===== config.mk =====
export PLATFORM = sky130hd
export DESIGN_NAME = adam_upd_mac
export DESIGN_NICKNAME = d
export VERILOG_FILES = /design/src/rtl/adam_upd_pkg.sv /design/src/rtl/adam_upd_mac.sv
export SDC_FILE = /design/constraint.sdc
export NUM_CORES = 1
export LEC_CHECK = 0
export ABC_AREA = 0
export BUFFER_PORTS_ARGS = -buffer_cell sky130_fd_sc_hd__buf_2
export CAP_MARGIN = 20
export CORE_MARGIN = 4
export CORE_UTILIZATION = 64
export CTS_BUF_LIST = sky130_fd_sc_hd__clkbuf_8
export DETAILED_ROUTE_END_ITERATION = 16
export MAX_ROUTING_LAYER = met4
export PLACE_DENSITY_LB_ADDON = 0.05
export SLEW_MARGIN = 20
export SYNTH_ARGS = -nofsm -noshare
export SYNTH_HDL_FRONTEND = slang
export SYNTH_SLANG_ARGS = --single-unit

===== constraint.sdc =====
create_clock -name i_clk -period 7.5 [get_ports i_clk]
set_input_delay 0 -clock i_clk [delete_from_list [all_inputs] [get_ports i_clk]]
set_output_delay 0 -clock i_clk [all_outputs]
set_load 0.02 [all_outputs]

===== src/rtl/adam_upd_pkg.sv =====
// Shared widths, register codes and operand bundles for the Adam update engine.
`timescale 1ns / 1ps

package adam_upd_pkg;

    // Field widths.
    localparam int ADDR_W    = 10;
    localparam int DATA_W    = 32;
    localparam int LR_W      = 24;
    localparam int BETA_W    = 16;
    localparam int EPS_W     = 32;
    localparam int POW_W     = 33;
    localparam int MOM2_W    = 64;

    // Configuration port.
    localparam int CFG_IDX_W = 2;
    localparam logic [CFG_IDX_W-1:0] CFG_LR  = 2'd0;
    localparam logic [CFG_IDX_W-1:0] CFG_B1  = 2'd1;
    localparam logic [CFG_IDX_W-1:0] CFG_B2  = 2'd2;
    localparam logic [CFG_IDX_W-1:0] CFG_EPS = 2'd3;

    localparam logic [LR_W-1:0]   LR_RESET  = 24'd16777;
    localparam logic [BETA_W-1:0] B1_RESET  = 16'd58982;
    localparam logic [BETA_W-1:0] B2_RESET  = 16'd65470;
    localparam logic [EPS_W-1:0]  EPS_RESET = 32'd43;

    // 1.0 in unsigned Q1.32.
    localparam logic [POW_W-1:0] POW_ONE = 33'h1_0000_0000;

    localparam logic [DATA_W-1:0] PARAM_MAX = 32'h7FFF_FFFF;
    localparam logic [DATA_W-1:0] PARAM_MIN = 32'h8000_0000;

    // Serial multiply-accumulate unit.
    localparam int ACC_W = 89;
    localparam int OPA_W = 65;
    localparam int MUL_W = 32;
    localparam int CNT_W = 6;

    // Serial divider.
    localparam int QUO_W  = 64;
    localparam int DEN_W  = 49;
    localparam int DCNT_W = 7;

    typedef struct packed {
        logic signed [OPA_W-1:0] a;
        logic signed [OPA_W-1:0] b;
        logic [MUL_W-1:0]        x;
        logic [MUL_W-1:0]        y;
        logic [CNT_W-1:0]        len;
    } t_mac_op;

    typedef struct packed {
        logic [QUO_W-1:0] hi;
        logic [QUO_W-1:0] lo;
        logic [DEN_W-1:0] den;
    } t_div_op;

endpackage


===== src/rtl/adam_upd_mac.sv =====
// Bit-serial multiply-accumulate unit: acc = a*x + b*y, one multiplier bit per cycle.
`timescale 1ns / 1ps

module adam_upd_mac (
    input  logic                                    i_clk,
    input  logic                                    i_rst_n,
    input  logic                                    i_start,
    input  adam_upd_pkg::t_mac_op                   i_op,
    output logic                                    o_done,
    output logic signed [adam_upd_pkg::ACC_W-1:0]   o_acc
);
    import adam_upd_pkg::*;

    logic signed [OPA_W-1:0] r_a;
    logic signed [OPA_W-1:0] r_b;
    logic [MUL_W-1:0]        r_x;
    logic [MUL_W-1:0]        r_y;
    logic [CNT_W-1:0]        r_cnt;
    logic                    r_busy;
    logic                    r_done;
    logic signed [ACC_W-1:0] r_acc;

    logic signed [OPA_W-1:0] sel_a;
    logic signed [OPA_W-1:0] sel_b;
    logic signed [ACC_W-1:0] n_acc;

    // The multipliers are scanned from their top bit, so the sum doubles each step.
    always_comb begin
        sel_a = r_x[MUL_W-1] ? r_a : '0;
        sel_b = r_y[MUL_W-1] ? r_b : '0;
        n_acc = (r_acc <<< 1) + ACC_W'(sel_a) + ACC_W'(sel_b);
    end

    always_ff @(posedge i_clk) begin
        if (!i_rst_n) begin
            r_busy <= 1'b0;
            r_done <= 1'b0;
            r_cnt  <= '0;
        end else begin
            r_done <= r_busy && (r_cnt == CNT_W'(1));
            if (i_start) begin
                r_busy <= 1'b1;
                r_cnt  <= i_op.len;
            end else if (r_busy) begin
                r_cnt <= r_cnt - CNT_W'(1);
                if (r_cnt == CNT_W'(1)) begin
                    r_busy <= 1'b0;
                end
            end
        end
    end

    always_ff @(posedge i_clk) begin
        if (i_start) begin
            r_acc <= '0;
            r_a   <= i_op.a;
            r_b   <= i_op.b;
            r_x   <= i_op.x;
            r_y   <= i_op.y;
        end else if (r_busy) begin
            r_acc <= n_acc;
            r_x   <= r_x << 1;
            r_y   <= r_y << 1;
        end
    end

    assign o_done = r_done;
    assign o_acc  = r_acc;

endmodule


==> results.py, run 1 <==
metrics = {
    "floorplanning": {
        "die-width_um": 174,
        "floorplan.die_area_um2": 30200,
        "ios": 293,
        "floorplan.initialDensity_pct": 65.1,
        "rows": 60,
        "core_area_um2": 27000,
        "die_y_um": 174,
    },
    "final_layout": {
        "final_core_util_pct": 82.4,
        "instances_no_fill": 2410,
        "n_fill_cell": 1480,
        "area_growth_pct": 26.7,
        "post_route_cells_drive_above_1_share_pct": 21.8,
        "final_design_area_no_fill_um2": 22300,
        "layout.nets": 2408,
    },
    "sta": {
        "final.hold.worst_slack_ns": 0.120,
        "layout_setup_ws_ns": 2.24,
        "final-hold-violation-count": 0,
        "tightest_slew_ns": 1.10,
        "timing.final.setup_violations": 0,
        "fmaxAchievable_mhz": 190,
        "timing.slew.headroom_pct": 27.0,
        "post-route-period-util_pct": 70.2,
        "rsz0062_at_grt": "no",
        "fin_setup_tns_ns": 0,
        "min_period_ns": 5.26,
        "final.setup_skew_ns": 0.0483,
        "slew_violations": 0,
    },
    "placement": {
        "gp_routability_congestion": 0.962,
        "preCtsSetupSlack_ns": 2.45,
        "post-place-cells": 2114,
        "place_hpwl_mm": 32.7,
        "place.port_buffers": 292,
        "placedInstanceArea_um2": 19300,
    },
    "synth": {
        "synth_area_um2": 17600,
        "synthFlopType": "sky130_fd_sc_hd__edfxtp_1",
        "synth-seq-area-share_pct": 44.2,
        "ys_seq_elements": 291,
        "syn-num-nets": 1931,
        "syn_avg_cell_area_um2": 11.3,
        "yosys-top-cells-area": "sky130_fd_sc_hd__edfxtp_1, sky130_fd_sc_hd__dfxtp_1, sky130_fd_sc_hd__fa_1",
        "synth-async-reset-ratio_pct": 0,
        "synth_cells": 1550,
        "synth_edf_count": 194,
        "netlist-cell-type-count": 68,
        "most_frequently_used_cell_type_in_the_post_synthesis_netlist": "sky130_fd_sc_hd__edfxtp_1",
        "ys_warn_count": 0,
        "commonest_cells_post_synth": "sky130_fd_sc_hd__edfxtp_1, sky130_fd_sc_hd__and2_1, sky130_fd_sc_hd__a21oi_1",
        "synthDominantCellAreaShare_pct": 33.1,
        "yosysTopAreaCell": "sky130_fd_sc_hd__edfxtp_1",
    },
    "outcome": {
        "status": "complete, no violations",
    },
    "clock_network": {
        "clk_path_buf_depth": 3,
        "cts.reportedPaths.clkPinSlew_ns": 0.07,
        "cts_tree": "built",
        "post-cts-setup-buffers": 0,
        "tritoncts_num_sinks": 291,
        "cts_hold_buf": 203,
        "worstSkewPairLatency_ns": 0.60,
        "post_cts_resized": 0,
        "cts_root_buf": "sky130_fd_sc_hd__clkbuf_8",
        "cts_inserted_buffers": 49,
        "htreeDepth": 2,
    },
    "drt": {
        "vias": 14665,
        "postRouteAntennaNets": 0,
        "detail_route.drc_violations": 0,
        "drt_iter0_drc": 1177,
        "wl_per_cell_um": 22.4,
        "drt_first_pass_iters": 6,
        "wirelength_mm": 53.9,
        "vias_per_cell": 6.09,
    },
    "grt": {
        "grt-ovfl-total": 0,
        "grtUsageTotal_pct": 36.1,
        "maximum_number_of_pins_on_one_net_before_global_route_repair": 104,
        "global_route_wire_length_before_repair_mm": 84.2,
        "via_count_of_the_first_global_routing_pass": 15638,
        "antenna_found_initial": 1,
    },
    "setup_path": {
        "crit_required_ns": 7.95,
        "path_class": "register to register",
        "crit_path_start_kind": "register",
        "cp.arrival_ns": 5.71,
        "critPathCaptureType": "register",
        "path_max_fanout": 64,
    },
    "power_and_ir_drop": {
        "power_density_nw_per_um2": 271,
        "leakagePower_nw": 10.0,
        "power_mw": 6.04,
        "vdd.ir_drop.worst_uv": 199,
    },
    "worst_hold_path": {
        "hp-class": "input pin to register",
    },
    "run": {
        "drv_cap": 0,
    },
}
-- report_power, final --
group / internal, mW / switching, mW
Clock: 0.774 / 0.721
Sequential: 1.93 / 0.181
Combinational: 0.982 / 1.46
Total: 3.68 / 2.36
-- cells in the final DEF, fill, tap and decap left out, types with 12 or more instances in the layout --
master	instances
sky130_fd_sc_hd__nor3_1	13
sky130_fd_sc_hd__buf_2	291
sky130_fd_sc_hd__a21o_1	61
sky130_fd_sc_hd__dlygate4sd3_1	203
sky130_fd_sc_hd__nand4_1	28
sky130_fd_sc_hd__xor2_1	40
sky130_fd_sc_hd__nand2_1	81
sky130_fd_sc_hd__edfxtp_1	194
sky130_fd_sc_hd__inv_1	39
sky130_fd_sc_hd__nor2_1	96
sky130_fd_sc_hd__clkbuf_8	51
sky130_fd_sc_hd__mux2_2	62
sky130_fd_sc_hd__a21oi_1	99
sky130_fd_sc_hd__xnor2_1	50
sky130_fd_sc_hd__a22o_1	43
sky130_fd_sc_hd__nor2b_1	12
sky130_fd_sc_hd__dfxtp_1	96
sky130_fd_sc_hd__and2_1	138
sky130_fd_sc_hd__fa_1	88
sky130_fd_sc_hd__mux2i_1	41
sky130_fd_sc_hd__o21bai_1	12
sky130_fd_sc_hd__o21ai_0	61
sky130_fd_sc_hd__a31oi_1	16
sky130_fd_sc_hd__ha_1	90
sky130_fd_sc_hd__nand3_1	14
-- critical path, cell delays in order (launching register included) --
cell	delay (ns)
sky130_fd_sc_hd__edfxtp_1	0.34
sky130_fd_sc_hd__buf_4	0.53
sky130_fd_sc_hd__and2_1	0.26
sky130_fd_sc_hd__fa_1	0.44
sky130_fd_sc_hd__ha_1	0.41
sky130_fd_sc_hd__a21oi_1	0.26
sky130_fd_sc_hd__o21ai_1	0.15
sky130_fd_sc_hd__a211oi_1	0.51
sky130_fd_sc_hd__o2111ai_1	0.23
sky130_fd_sc_hd__a41oi_2	0.32
sky130_fd_sc_hd__o31ai_2	0.18
sky130_fd_sc_hd__a211oi_4	0.30
sky130_fd_sc_hd__o21ai_1	0.14
sky130_fd_sc_hd__and3_1	0.17
sky130_fd_sc_hd__o2111a_1	0.26
sky130_fd_sc_hd__or3_1	0.34
sky130_fd_sc_hd__a32o_1	0.24
-- sequential cells by signal, summed over array words and instances, names as in the netlist --
| signal | flops |
|---|---|
| o_acc | 89 |
| o_done | 1 |
| r_a | 65 |
| r_b | 65 |
| r_busy | 1 |
| r_cnt | 6 |
| r_x | 32 |
| r_y | 32 |
-- metal layers --
layer,GRT usage (%),share of wire [%],vias to the layer above
met5,-,0,-
li1,-,-,6593
met1,42.8,37,7050
met4,16.4,5.3,0
met3,6.65,8.0,190
met2,60.4,49,832
-- area by class of cell --
cell class | instances | area, um2 | share of cell area [%]
clock inverters | 41 | 287 | 1.29
clock buffers | 51 | 702 | 3.15
repair buffers | 505 | 3580 | 16.1
multi-input cells | 1159 | 9430 | 42.3
flip-flops and latches | 291 | 7770 | 34.9
diodes | 1 | 2.50 | 0.0112
well taps | 341 | 427 | 1.91
inverters | 21 | 78.8 | 0.354
-- cells by family (layout without fill, tap and decap cells) --
kind of cell             after synthesis  after routing  synth area share, %
flip-flops                           291            291                 44.2
adder cells (fa/ha/maj)              178            178                 16.4
AO/OA/AOI/OAI                        368            368                 14.1
buffers and inverters                100            618                 2.25
AND/OR/NAND/NOR                      420            420                 12.3
XOR/XNOR                              90             90                 4.48
other                                  0              1                    0
multiplexers                         103            103                 6.31
-- final timing paths --
| path | slack [ns] | endpoint | cells past startpoint | from |
|---|---|---|---|---|
| worst max-delay path | 2.24 | o_acc[85] | 16 | r_y[31] |
| worst min-delay path | 0.12 | r_a[36] | 2 | i_op[171] |
| worst max register to register | 2.24 | o_acc[85] | 16 | r_y[31] |
| worst min register to register | 0.53 | o_acc[87] | 1 | o_acc[87] |
Note: power is estimated with default switching activity, not from simulation.
==> run 2: changes to the inputs <==
CORE_UTILIZATION = 59   (was 64)
clock period = 5.34 ns   (was 7.5 ns; I/O delays follow)
==> run 2 against run 1 <==
Routed wire length is 9.6% lower. Maximum frequency increased by 11%. First-iteration DRC count decreased by 26%. Combinational power up 39%. Sequential power up 38%. Critical endpoint unchanged. Non-clock buffer count increased by 8. Via count decreased by 3.3%. Clock-buffer cell count is 3 higher. Register-to-register slack got worse by 1.6 ns. Worst hold slack got worse by 0.012 ns. Setup slack got worse by 1.6 ns.
==> results.py, run 2 (synthesis results as in run 1) <==
metrics = {
    "drt": {
        "wl_per_cell_um": 19.8,
        "detail_route.drc_violations": 0,
        "wirelength_mm": 48.7,
        "drt_first_pass_iters": 5,
        "postRouteAntennaNets": 0,
        "vias_per_cell": 5.76,
        "vias": 14181,
        "drt_iter0_drc": 872,
    },
    "sta": {
        "slew_violations": 0,
        "tightest_slew_ns": 1.03,
        "timing.slew.headroom_pct": 31.3,
        "post-route-period-util_pct": 89.0,
        "min_period_ns": 4.75,
        "rsz0062_at_grt": "no",
        "fin_setup_tns_ns": 0,
        "final-hold-violation-count": 0,
        "fmaxAchievable_mhz": 211,
        "timing.final.setup_violations": 0,
        "final.setup_skew_ns": 0.0332,
    },
    "floorplanning": {
        "floorplan.initialDensity_pct": 60.6,
        "ios": 293,
        "floorplan.die_area_um2": 32600,
        "die_y_um": 181,
        "die-width_um": 181,
        "rows": 62,
        "core_area_um2": 29000,
    },
    "clock_network": {
        "clk_path_buf_depth": 3,
        "tritoncts_num_sinks": 291,
        "cts_root_buf": "sky130_fd_sc_hd__clkbuf_8",
        "cts.reportedPaths.clkPinSlew_ns": 0.07,
        "cts_inserted_buffers": 49,
        "post-cts-setup-buffers": 0,
        "htreeDepth": 2,
        "worstSkewPairLatency_ns": 0.60,
        "cts_tree": "built",
    },
    "final_layout": {
        "post_route_cells_drive_above_1_share_pct": 22.1,
        "most-common-layout-cells": "sky130_fd_sc_hd__buf_2, sky130_fd_sc_hd__dlygate4sd3_1, sky130_fd_sc_hd__edfxtp_1",
        "layout.nets": 2416,
        "largest_register_ff_count": 89,
        "final_core_util_pct": 77.2,
        "leading_cell_type_in_the_layout_fill_and_taps_excluded": "sky130_fd_sc_hd__buf_2",
        "area_growth_pct": 27.3,
        "n_fill_cell": 1892,
    },
    "setup_path": {
        "crit_required_ns": 5.81,
        "crit_path_start_kind": "register",
        "cp_slowest_stage_delay_ns": 0.49,
        "cp.arrival_ns": 5.22,
        "path_max_fanout": 32,
        "critical_path.startpoint": "r_y[31]",
        "path_class": "register to register",
        "critPathCaptureType": "register",
        "reg2reg_from": "r_y[31]",
        "slowest_stage": "sky130_fd_sc_hd__fa_1",
        "worstPathCellList": "buf_4 -> nand2_1 -> fa_1 -> inv_1 -> ha_1 -> fa_1 -> a211oi_2 -> o21ai_1 -> a21oi_2 -> o21ai_2 -> a41oi_2 -> o31ai_2 -> a211oi_4 -> o21ai_1 -> and3_1 -> o2111a_1 -> or3_1 -> a32o_1",
    },
    "worst_hold_path": {
        "hp-start": "i_op[164]",
        "hp-class": "input pin to register",
    },
    "placement": {
        "gp_routability_congestion": 0.922,
        "place.port_buffers": 292,
        "place_hpwl_mm": 32.1,
    },
    "grt": {
        "global_route_wire_length_before_repair_mm": 78.3,
        "via_count_of_the_first_global_routing_pass": 14923,
        "antenna_found_initial": 1,
        "grt-ovfl-total": 0,
        "grtUsageTotal_pct": 30.3,
        "maximum_number_of_pins_on_one_net_before_global_route_repair": 126,
    },
    "power_and_ir_drop": {
        "power_mw": 8.28,
        "vdd.ir_drop.worst_uv": 359,
        "leakagePower_nw": 10.0,
        "power_density_nw_per_um2": 370,
    },
    "outcome": {
        "status": "complete, no violations",
    },
    "run": {
        "drv_cap": 0,
    },
}
run 2: cell types whose count changed in the layout (fill, tap and decap cells not counted), sizes merged:
cell and change:
buf +8, clkinv +4, clkbuf +3, inv -3, bufinv -2, clkinvlp -2
run 2: path summary, 6_finish.rpt:
kind / end / slack [ns] / depth (start not counted)
worst min-delay path: r_a[29] / 0.11 / 2
worst max register to register: o_acc[85] / 0.59 / 18
worst min register to register: o_acc[88] / 0.51 / 2
worst max-delay path: o_acc[85] / 0.59 / 18
run 2: where the power goes:
part / internal (mW) / switching [mW]
Clock: 1.03 / 0.952
Combinational: 1.38 / 1.99
Sequential: 2.71 / 0.214
Total: 5.12 / 3.16
run 2: timing repair:
action | in CTS | in global routing
hold endpoints to repair | 271 | 0
gates resized for setup | 0 | 0
hold buffers | 203 | 0
run 2: metal layers:
layer | track usage (%) | vias to the layer above | part of all wire (%)
met5 | - | - | 0
met4 | 9.59 | 0 | 3.4
met3 | 4.91 | 133 | 6.1
met2 | 50.4 | 512 | 49
met1 | 38.3 | 6917 | 42
li1 | - | 6619 | -
run 2: stage by stage:
| step | setup slack [ns] | instance area [um2] | hold slack [ns] | cells |
|---|---|---|---|---|
| after floorplan | 0.898 | 17600 | 0.0989 | 1550 |
| after global placement | 0.725 | 19400 | 0.177 | 2165 |
| after detailed placement | 0.614 | 19400 | 0.178 | 2165 |
| after CTS | 0.595 | 22400 | 0.0796 | 2460 |
| after global routing | 0.236 | 22400 | 0.0867 | 2461 |
| final | 0.590 | 22400 | 0.109 | 2461 |
run 2: critical path: cells and delay by family (launching register included):
family	cells	cell delay (ns)
compound gates	10	2.17
fa+ha+maj	3	1.13
buf+inv	2	0.34
simple gates	3	0.64
flops	1	0.34
run 2: area by class of cell:
cell class	instances	area, um2	area share [%]
clock buffers	54	743	3.32
clock inverters	38	215	0.961
flip-flops and latches	291	7770	34.7
repair buffers	513	3660	16.4
well taps	384	480	2.15
multi-input cells	1159	9430	42.1
inverters	21	78.8	0.352
diodes	1	2.50	0.0112
