$ cat src/rtl/adam_upd_pkg.sv
// Shared widths, register codes and operand bundles for the Adam update engine.
`timescale 1ns / 1ps

package adam_upd_pkg;

    // Field widths.
    localparam int ADDR_W    = 10;
    localparam int DATA_W    = 32;
    localparam int LR_W      = 24;
    localparam int BETA_W    = 16;
    localparam int EPS_W     = 32;
    localparam int POW_W     = 33;
    localparam int MOM2_W    = 64;

    // Configuration port.
    localparam int CFG_IDX_W = 2;
    localparam logic [CFG_IDX_W-1:0] CFG_LR  = 2'd0;
    localparam logic [CFG_IDX_W-1:0] CFG_B1  = 2'd1;
    localparam logic [CFG_IDX_W-1:0] CFG_B2  = 2'd2;
    localparam logic [CFG_IDX_W-1:0] CFG_EPS = 2'd3;

    localparam logic [LR_W-1:0]   LR_RESET  = 24'd16777;
    localparam logic [BETA_W-1:0] B1_RESET  = 16'd58982;
    localparam logic [BETA_W-1:0] B2_RESET  = 16'd65470;
    localparam logic [EPS_W-1:0]  EPS_RESET = 32'd43;

    // 1.0 in unsigned Q1.32.
    localparam logic [POW_W-1:0] POW_ONE = 33'h1_0000_0000;

    localparam logic [DATA_W-1:0] PARAM_MAX = 32'h7FFF_FFFF;
    localparam logic [DATA_W-1:0] PARAM_MIN = 32'h8000_0000;

    // Serial multiply-accumulate unit.
    localparam int ACC_W = 89;
    localparam int OPA_W = 65;
    localparam int MUL_W = 32;
    localparam int CNT_W = 6;

    // Serial divider.
    localparam int QUO_W  = 64;
    localparam int DEN_W  = 49;
    localparam int DCNT_W = 7;

    typedef struct packed {
        logic signed [OPA_W-1:0] a;
        logic signed [OPA_W-1:0] b;
        logic [MUL_W-1:0]        x;
        logic [MUL_W-1:0]        y;
        logic [CNT_W-1:0]        len;
    } t_mac_op;

    typedef struct packed {
        logic [QUO_W-1:0] hi;
        logic [QUO_W-1:0] lo;
        logic [DEN_W-1:0] den;
    } t_div_op;

endpackage

$ cat src/rtl/adam_upd_div.sv
// Restoring divider of a 128-bit dividend, one quotient bit per cycle, saturating.
`timescale 1ns / 1ps

module adam_upd_div (
    input  logic                              i_clk,
    input  logic                              i_rst_n,
    input  logic                              i_start,
    input  adam_upd_pkg::t_div_op             i_op,
    output logic                              o_done,
    output logic [adam_upd_pkg::QUO_W-1:0]    o_quo
);
    import adam_upd_pkg::*;

    logic [DEN_W-1:0]  r_rem;
    logic [QUO_W-1:0]  r_lo;
    logic [DEN_W-1:0]  r_den;
    logic [DCNT_W-1:0] r_cnt;
    logic              r_busy;
    logic              r_done;

    logic [DEN_W:0]    trial;
    logic [DEN_W:0]    diff;
    logic              ge;
    logic [DEN_W-1:0]  n_rem;
    logic              ovf;

    always_comb begin
        trial = {r_rem, r_lo[QUO_W-1]};
        diff  = trial - {1'b0, r_den};
        ge    = (trial >= {1'b0, r_den});
        n_rem = ge ? diff[DEN_W-1:0] : trial[DEN_W-1:0];
        // A high half at or above the divisor would give more than 64 quotient bits.
        ovf   = (i_op.hi >= {{(QUO_W-DEN_W){1'b0}}, i_op.den});
    end

    always_ff @(posedge i_clk) begin
        if (!i_rst_n) begin
            r_busy <= 1'b0;
            r_done <= 1'b0;
            r_cnt  <= '0;
        end else begin
            r_done <= (i_start && ovf) || (r_busy && (r_cnt == DCNT_W'(1)));
            if (i_start) begin
                r_busy <= !ovf;
                r_cnt  <= DCNT_W'(QUO_W);
            end else if (r_busy) begin
                r_cnt <= r_cnt - DCNT_W'(1);
                if (r_cnt == DCNT_W'(1)) begin
                    r_busy <= 1'b0;
                end
            end
        end
    end

    // Quotient bits shift in where dividend bits shift out.
    always_ff @(posedge i_clk) begin
        if (i_start) begin
            r_den <= i_op.den;
            r_rem <= i_op.hi[DEN_W-1:0];
            r_lo  <= ovf ? '1 : i_op.lo;
        end else if (r_busy) begin
            r_rem <= n_rem;
            r_lo  <= {r_lo[QUO_W-2:0], ge};
        end
    end

    assign o_done = r_done;
    assign o_quo  = r_lo;

endmodule
$ cat config.mk
export PLATFORM = sky130hd
export DESIGN_NAME = adam_upd_div
export DESIGN_NICKNAME = d
export VERILOG_FILES = /design/src/rtl/adam_upd_pkg.sv /design/src/rtl/adam_upd_div.sv
export SDC_FILE = /design/constraint.sdc
export NUM_CORES = 1
export LEC_CHECK = 0
export ABC_AREA = 1
export BUFFER_PORTS_ARGS = -buffer_cell sky130_fd_sc_hd__buf_2
export CORE_ASPECT_RATIO = 2
export CORE_MARGIN = 2
export CORE_UTILIZATION = 30
export DETAILED_ROUTE_END_ITERATION = 16
export RECOVER_POWER = 50
export SETUP_SLACK_MARGIN = 0.4
export SLEW_MARGIN = 40
export SYNTH_ARGS = -nofsm -noshare
export SYNTH_HDL_FRONTEND = slang
export SYNTH_SLANG_ARGS = --single-unit
$ cat constraint.sdc
create_clock -name i_clk -period 5.8 [get_ports i_clk]
set_input_delay 0.58 -clock i_clk [delete_from_list [all_inputs] [get_ports i_clk]]
set_output_delay 0.58 -clock i_clk [all_outputs]
set_load 0.02 [all_outputs]
==> results of run 1 <==
state kept, by name, summed over array words and instances, names as in the netlist:
| signal | flops |
|---|---|
| o_quo | 64 |
| r_busy | 1 |
| r_rem | 49 |
| o_done | 1 |
| r_den | 49 |
| r_cnt | 7 |
logic make-up after synthesis:
logic type / after synthesis / synth area share
buffers and inverters: 438 / 0.125
and+or+nand+nor: 1097 / 0.340
DFF: 171 / 0.373
adders and majority gates: 101 / 0.0939
xor gates and xnor gates: 26 / 0.0168
AOI/OAI and AO/OA: 132 / 0.0510
area by class of cell:
cell class,count,area share
inverters,386,0.0917
clock buffers,17,0.0269
repair buffers,253,0.0752
flip-flops and latches,171,0.319
well taps,560,0.0443
multi-input cells,1356,0.431
clock inverters,15,0.0121
Yosys cell counts, types with 4 or more instances:
library cell / instances
inv_1: 376
nor2_1: 120
nor2_2: 9
nand3_1: 94
nor3_1: 8
nand2_1: 759
edfxtp_1: 162
a21oi_1: 51
o21ai_1: 6
nand4_1: 68
dfxtp_1: 9
inv_2: 10
nand2_2: 5
buf_1: 4
clkbuf_1: 27
o21ai_0: 63
o21a_1: 5
ha_1: 100
xnor2_1: 24
buf_2: 15
nand3b_1: 13
stage by stage:
step	hold WS (ns)	total power (uW)	worst slack (ns)	cells
finish	0.291	4470	1.85	2758
global route	0.278	4820	1.45	2758
CTS	0.267	4540	2.63	2758
detailed placement	0.468	3310	2.11	2726
global placement	0.458	3300	2.11	2726
floorplan	0.445	2820	1.76	1965
how the worst min path moves through the flow:
stage                  start  endpoint  slack (ns)  depth (start not counted)
floorplan           r_cnt[6]  r_cnt[6]        0.44                          2
global placement    r_cnt[6]  r_cnt[6]        0.46                          2
global route         i_op[1]  r_den[1]        0.28                          1
finish               i_op[4]  r_den[4]        0.29                          1
CTS                  i_op[4]  r_den[4]        0.27                          1
detailed placement  r_cnt[6]  r_cnt[6]        0.47                          2
metal layers:
| layer | GRT usage | part of all wire | vias to the layer above |
|---|---|---|---|
| met5 | 0 | 0.0011 | - |
| met4 | 0.0711 | 0.032 | 8 |
| met3 | 0.0373 | 0.058 | 65 |
| met2 | 0.323 | 0.50 | 368 |
| met1 | 0.212 | 0.41 | 5717 |
| li1 | - | - | 6617 |
cells in the final DEF, fill, tap and decap left out, types with 5 or more instances in the layout:
cell       instances
clkbuf_1          94
nor2_2             9
nand3b_1          13
xnor2_1           24
nor3_1             8
nand4_1           68
o21ai_1            6
clkinv_8           6
o21a_1             5
nand2_1          758
edfxtp_1         162
dfxtp_1            9
ha_1             100
o21ai_0           63
inv_1            376
buf_2            151
clkbuf_16         17
buf_4              5
nand3_1           93
nand2_2            5
a21oi_1           51
nor2_1           120
inv_2              9
power breakdown:
group	switching, uW	internal, uW
sequential	70.0	1520
combinational	1110	578
clock	614	588
total	1790	2680
worst register-to-register path: stages, from the launching register on:
cell      delay, ns
edfxtp_1       0.47
inv_1          0.12
ha_1           0.15
inv_1          0.08
fa_1           0.46
nand3_1        0.14
nand3_2        0.16
nand2_1        0.11
nand2_2        0.11
nand2_2        0.10
buf_4          0.51
nand4_1        0.19
nand3_1        0.12
nand2_1        0.06
==> run metrics, run 1 <==
Die Y=304 um; clock sinks=171; peak supply drop=0.000192 V; share of layout cells above drive strength 1=0.104; post-synth top area cell=edfxtp_1; Root Buffer=clkbuf_16; total track usage=0.182; aggregate global routing overflow=0; worst path bufs/invs=2; setup violators final=0; synth warn=0; initial core utilization=0.303; Worst EP arrival=4.28 ns; cts bufs inserted=17; setup TNS=0 ns; failing checks=capacitance limit, slew limit; area share of the largest cell type after synthesis=0.359; syn_area_per_cell=6.89 um^2; die width=154 um; Critical Path End=o_quo[30]; net count after synthesis=2,246; vias in the first global route=12,600; initial antenna violation count=6; largest cells by area after synthesis=edfxtp_1, nand2_1, inv_1, ha_1, nand3_1; slowest CP cell=clkbuf_1; DRC Markers=0; Routed wire per std cell=15.3 um; Max Fclk=253 MHz; DP HPWL=33.1 mm; setup bufs post-CTS=0; vias per inst=4.63; Seq cells post-synth=171; cell count along the critical path=4; crit end category=flop; area of the multi-input gates=6810 um^2; Slew Viols, Final=71; clk slew on worst S/H paths=0.08 ns; Gates resized, CTS repair=0; Post-synth ARST share=0; Total Wirelength=42.1 mm; core region area=44,700 um^2; Crit Path Class=input pin to flop; DIE AREA=46,900 um^2; crit-path cells=clkbuf_1 -> clkbuf_1 -> o21ai_0 -> nand2_1; Final nets=2,466; CP top delay family=buffers and inverters; worst reg2reg path depth=13; max_cap viols=1; Clk Latency, worst-skew pair=0.48 ns; # diodes=0; worst min path class=input pin to flop; CTS tree=done; top_reg_cell synth=edfxtp_1; Worst-Margin Slew=3.04 ns; Slew headroom=-1.03; CTS max path bufs=2; hold-fix buffers at CTS=0; fin crit period=3.95 ns; register area share after synthesis=0.373; crit path launch type=input pin; status=finished with violations; worst r2r dst=r_rem[39]; final core utilization=0.353; post-route cell area=15,800 um^2; Routed Antenna Nets=0; RSZ-0062 raised after global routing=no; synth unique cells=42; r2r startpoint=o_quo[63]; Sequential Area=5040 um^2; Layout fillers=4,884; Cell Area, Placed=15,300 um^2; CP most frequent cell=clkbuf_1; Buffers on Ports=244; reg-to-reg setup timing slack=2.77 ns; Leakage=0.00817 uW; critical path fanouts, max=70; row count=110; initial DRC count=561; start point of the critical path=i_start; number of I/O pins=245; period utilisation layout=0.682; via count=12,800; Final Hold Fails=0; EDFF count, synth=162; data required time of the critical path=6.13 ns; CTS H-tree depth=4; synthesized cell area=13,500 um^2; Layout area overhead=16.8%; first-pass GRT wire length=66.8 mm; Clock Skew=0.0229 ns; largest net degree at the start of global routing=79; Pre-Repair DR Iteration Count=4; Power Dens Cells=283 nW/um^2; Post-Syn Instances=1,965; GP Congestion=0.934; max incr delay on CP=2.20 ns
No activity file was read; power rests on OpenSTA's default activity.
==> inputs of run 2 (changes only) <==
- clock period: 5.8 -> 3.8 ns (I/O delays scaled with it)
==> run metrics, run 2 (synthesized netlist as in run 1, its figures left out) <==
status=finished with violations; failing checks=capacitance limit, slew limit; Total Wirelength=41.8 mm; critical path fanouts, max=113; setup bufs post-CTS=0; worst min path class=input pin to flop; DRC Markers=0; final std cells w/o fill=2,767; Max Fclk=332 MHz; Final nets=2,472; slowest CP cell=clkinv_2; row count=110; largest net degree at the start of global routing=114; DIE AREA=46,900 um^2; Pre-Repair DR Iteration Count=5; Pwr Total=6940 uW; Crit Path Class=input pin to flop; data required time of the critical path=3.89 ns; crit end category=flop; final core utilization=0.355; crit path launch type=input pin; setup violators final=0; Worst EP arrival=3.10 ns; hold_sp=i_op[44]; Layout area overhead=17.3%; area of the multi-input gates=6810 um^2; clk slew on worst S/H paths=0.09 ns; setup TNS=0 ns; Sequential Area=5040 um^2; CTS max path bufs=2; commonest non-fill, non-tap cell in the layout=nand2_1; max reg flops=64; hold-fix buffers at CTS=0; initial core utilization=0.303; aggregate global routing overflow=0; number of I/O pins=245; Slew headroom=-0.00718; total track usage=0.180; core region area=44,700 um^2; Buffers on Ports=244; Leakage=0.00822 uW; Worst-Margin Slew=1.51 ns; GP Congestion=0.946; peak supply drop=0.000289 V; vias per inst=4.59; Slew Viols, Final=75; Power Dens Cells=437 nW/um^2; Gates resized, CTS repair=0; Die Y=304 um; Clock Skew=0.0228 ns; die width=154 um; CTS H-tree depth=4; max_cap viols=1; initial antenna violation count=5; CTS tree=done; period utilisation layout=0.794; Final Hold Fails=0; Placed Cells=2,732; Routed Antenna Nets=0; start point of the critical path=i_start; crit-path cells=clkbuf_1 -> clkinv_2 -> nand2_4 -> buf_6; Layout fillers=4,816; max incr delay on CP=0.83 ns; RSZ-0062 raised after global routing=no; cts bufs inserted=17; vias in the first global route=12,700; Clk Latency, worst-skew pair=0.48 ns; Cell Area, Placed=15,400 um^2; clock sinks=171; Root Buffer=clkbuf_16; via count=12,700; r2r startpoint=r_rem[24]; first-pass GRT wire length=66.4 mm; share of layout cells above drive strength 1=0.108; most frequent cells in the layout=nand2_1, inv_1, edfxtp_1, buf_2, nor2_1; DP HPWL=33.4 mm; Routed wire per std cell=15.1 um; initial DRC count=769; fin crit period=3.02 ns; post-route cell area=15,900 um^2
==> run 2: through the flow <==
stage               hold WS (ns)  worst slack, ns
floorplan                  0.445             1.09
global placement           0.458            0.713
detailed placement         0.470            0.668
CTS                       0.0654            0.879
global route              0.0772            0.591
finish                    0.0892            0.784
==> run 2: layer usage <==
metal  vias up  track usage  routed length, um
met5         -            0                  7
met4         2       0.0641               1180
met3        51       0.0349               2160
met2       349        0.320              20700
met1      5661        0.213              17800
li1       6626            -                  -
==> run 2: final cells by class <==
class / count / area share
Clock buffer: 17 / 0.0268
Inverter: 386 / 0.0913
Antenna cell: 3 / 0.000473
Clock inverter: 15 / 0.0132
Sequential cell: 171 / 0.318
Tap cell: 560 / 0.0441
Timing Repair Buffer: 259 / 0.0775
Multi-Input combinational cell: 1356 / 0.429
==> run 2: report_power, final <==
group / total (uW) / leakage [uW] / internal, uW / switching [uW]
combinational: 2590 / 0.00627 / 889 / 1710
clock: 1930 / 0.000309 / 968 / 959
sequential: 2420 / 0.00165 / 2320 / 104
==> run 2: path summary, 6_finish.rpt <==
kind                                  end  slack (ns)  depth (start not counted)
worst max-delay path             o_quo[5]        0.78                          4
worst min-delay path            r_den[44]        0.09                          1
worst max register to register  r_rem[38]        0.87                         12
worst min register to register   r_cnt[6]        0.48                          2
==> run 2: worst max-delay path, delay by kind of cell <==
kind | cells | cell delay [ns]
buffers and inverters | 3 | 2.26
AND/OR/NAND/NOR | 1 | 0.26
==> inputs of run 3 (changes only) <==
- clock period: 3.8 -> 2.98 ns (I/O delays scaled with it)
==> run metrics, run 3 (synthesized netlist as in run 1, its figures left out) <==
max_cap viols=1; DP HPWL=33.5 mm; Routed wire per std cell=16.1 um; DIE AREA=46,900 um^2; Power Dens Cells=547 nW/um^2; setup TNS=0 ns; Die Y=304 um; CTS H-tree depth=4; Routed Antenna Nets=0; max reg flops=64; crit path launch type=input pin; Total Wirelength=45.3 mm; worst reg2reg path depth=13; Layout fillers=4,798; Leakage=0.00866 uW; crit end category=flop; row count=110; CTS max path bufs=2; wire length on met2=23.0 mm; status=finished with violations; worst min path class=input pin to flop; area of the multi-input gates=7640 um^2; initial DRC count=766; Layout area overhead=28.9%; DRC Markers=0; clock sinks=171; Slew headroom=-0.358; via count=13,300; period utilisation layout=0.863; Met1 Wirelength=18.7 mm; largest net degree at the start of global routing=165; initial antenna violation count=4; Worst EP arrival=2.90 ns; clk slew on worst S/H paths=0.08 ns; critical path fanouts, max=16; RSZ-0062 raised after global routing=no; CTS tree=done; cts bufs inserted=17; Slew Viols, Final=165; Final nets=2,527; vias in the first global route=12,700; worst r2r dst=r_rem[38]; hold_sp=i_op[17]; data required time of the critical path=3.31 ns; r2r startpoint=r_rem[22]; total track usage=0.181; highest metal used=met5; reg-to-reg setup timing slack=0.47 ns; Clk Latency, worst-skew pair=0.47 ns; Final Hold Fails=0; failing checks=capacitance limit, slew limit; Pre-Repair DR Iteration Count=6; core region area=44,700 um^2; initial core utilization=0.303; die width=154 um; Worst-Margin Slew=2.04 ns; setup violators final=0; first-pass GRT wire length=66.9 mm; GP Congestion=0.974; share of layout cells above drive strength 1=0.178; number of I/O pins=245; vias per inst=4.70; most frequent cells in the layout=nand2_1, inv_1, edfxtp_1, buf_2, nor2_1; Max Fclk=389 MHz; Sequential Area=5040 um^2; final core utilization=0.390; Crit Path Class=input pin to flop; Buffers on Ports=244; peak supply drop=0.000342 V; start point of the critical path=i_op[21]; commonest non-fill, non-tap cell in the layout=nand2_1; Critical Path End=o_quo[35]; Clock Skew=0.0153 ns; fin crit period=2.57 ns; aggregate global routing overflow=0; Root Buffer=clkbuf_16; WL met3=2.44 mm
[run 3: area by class of cell]
cell class | count | share of cell area
clock buffer | 17 | 0.0244
inverter | 386 | 0.0831
multi-input combinational | 1356 | 0.438
antenna | 1 | 0.000143
clock inverter | 15 | 0.0108
timing repair buffer | 314 | 0.114
tap | 560 | 0.0402
sequential | 171 | 0.289
[run 3: report_power, final]
part | leakage, uW | internal [uW] | switching (uW) | total (uW)
registers | 0.00165 | 2960 | 184 | 3140
logic | 0.00672 | 1620 | 2420 | 4040
clock network | 0.000295 | 1150 | 1220 | 2370
total | 0.00866 | 5720 | 3830 | 9550
[run 3: layer usage]
| metal | vias up | GRT usage |
|---|---|---|
| met2 | 394 | 0.323 |
| met1 | 6046 | 0.218 |
| met5 | - | 0 |
| met4 | 4 | 0.0537 |
| li1 | 6743 | - |
| met3 | 69 | 0.0339 |
[run 3: timing repair]
| action | in CTS | in global routing |
|---|---|---|
| pin swaps | 0 | 34 |
| hold buffers | 14 | 0 |
| resized for setup | 29 | 167 |
| gates cloned | 1 | 15 |
| setup buffers | 0 | 25 |
| endpoints found under the setup margin | 49 | 114 |
| endpoints found under the hold margin | 14 | 0 |
[run 3: through the flow]
| step | hold WS [ns] | setup WS, ns | power (uW) | instance area [um^2] | cells |
|---|---|---|---|---|---|
| after CTS | 0.0000109 | 0.406 | 9030 | 16400 | 2779 |
| final | 0.0210 | 0.409 | 9550 | 17400 | 2820 |
| after detailed placement | 0.467 | 0.246 | 6490 | 15400 | 2732 |
| after global routing | 0.0103 | 0.302 | 10200 | 17400 | 2820 |
| after floorplan | 0.397 | 0.598 | 5480 | 13500 | 1965 |
| after global placement | 0.460 | 0.323 | 6470 | 15400 | 2732 |
[run 3: critical path, stage by stage]
cell,delay (ns)
dlygate4sd3_1,0.53
clkbuf_1,0.13
inv_2,0.06
ha_4,0.26
nand2_1,0.05
nor2_1,0.21
nand4_1,0.18
nor2_2,0.19
and3b_1,0.20
nand2_1,0.09
nand3_4,0.12
buf_12,0.16
buf_8,0.18
o21ai_0,0.09
nand2_1,0.14
[run 3: how the worst min path moves through the flow]
stage / to / slack (ns) / depth (start not counted)
after floorplan: r_den[0] / 0.40 / 0
after global placement: r_cnt[6] / 0.46 / 2
after detailed placement: r_cnt[6] / 0.47 / 2
after CTS: r_den[25] / 0.00001 / 1
after global routing: r_den[23] / 0.01 / 1
final: r_den[17] / 0.02 / 1
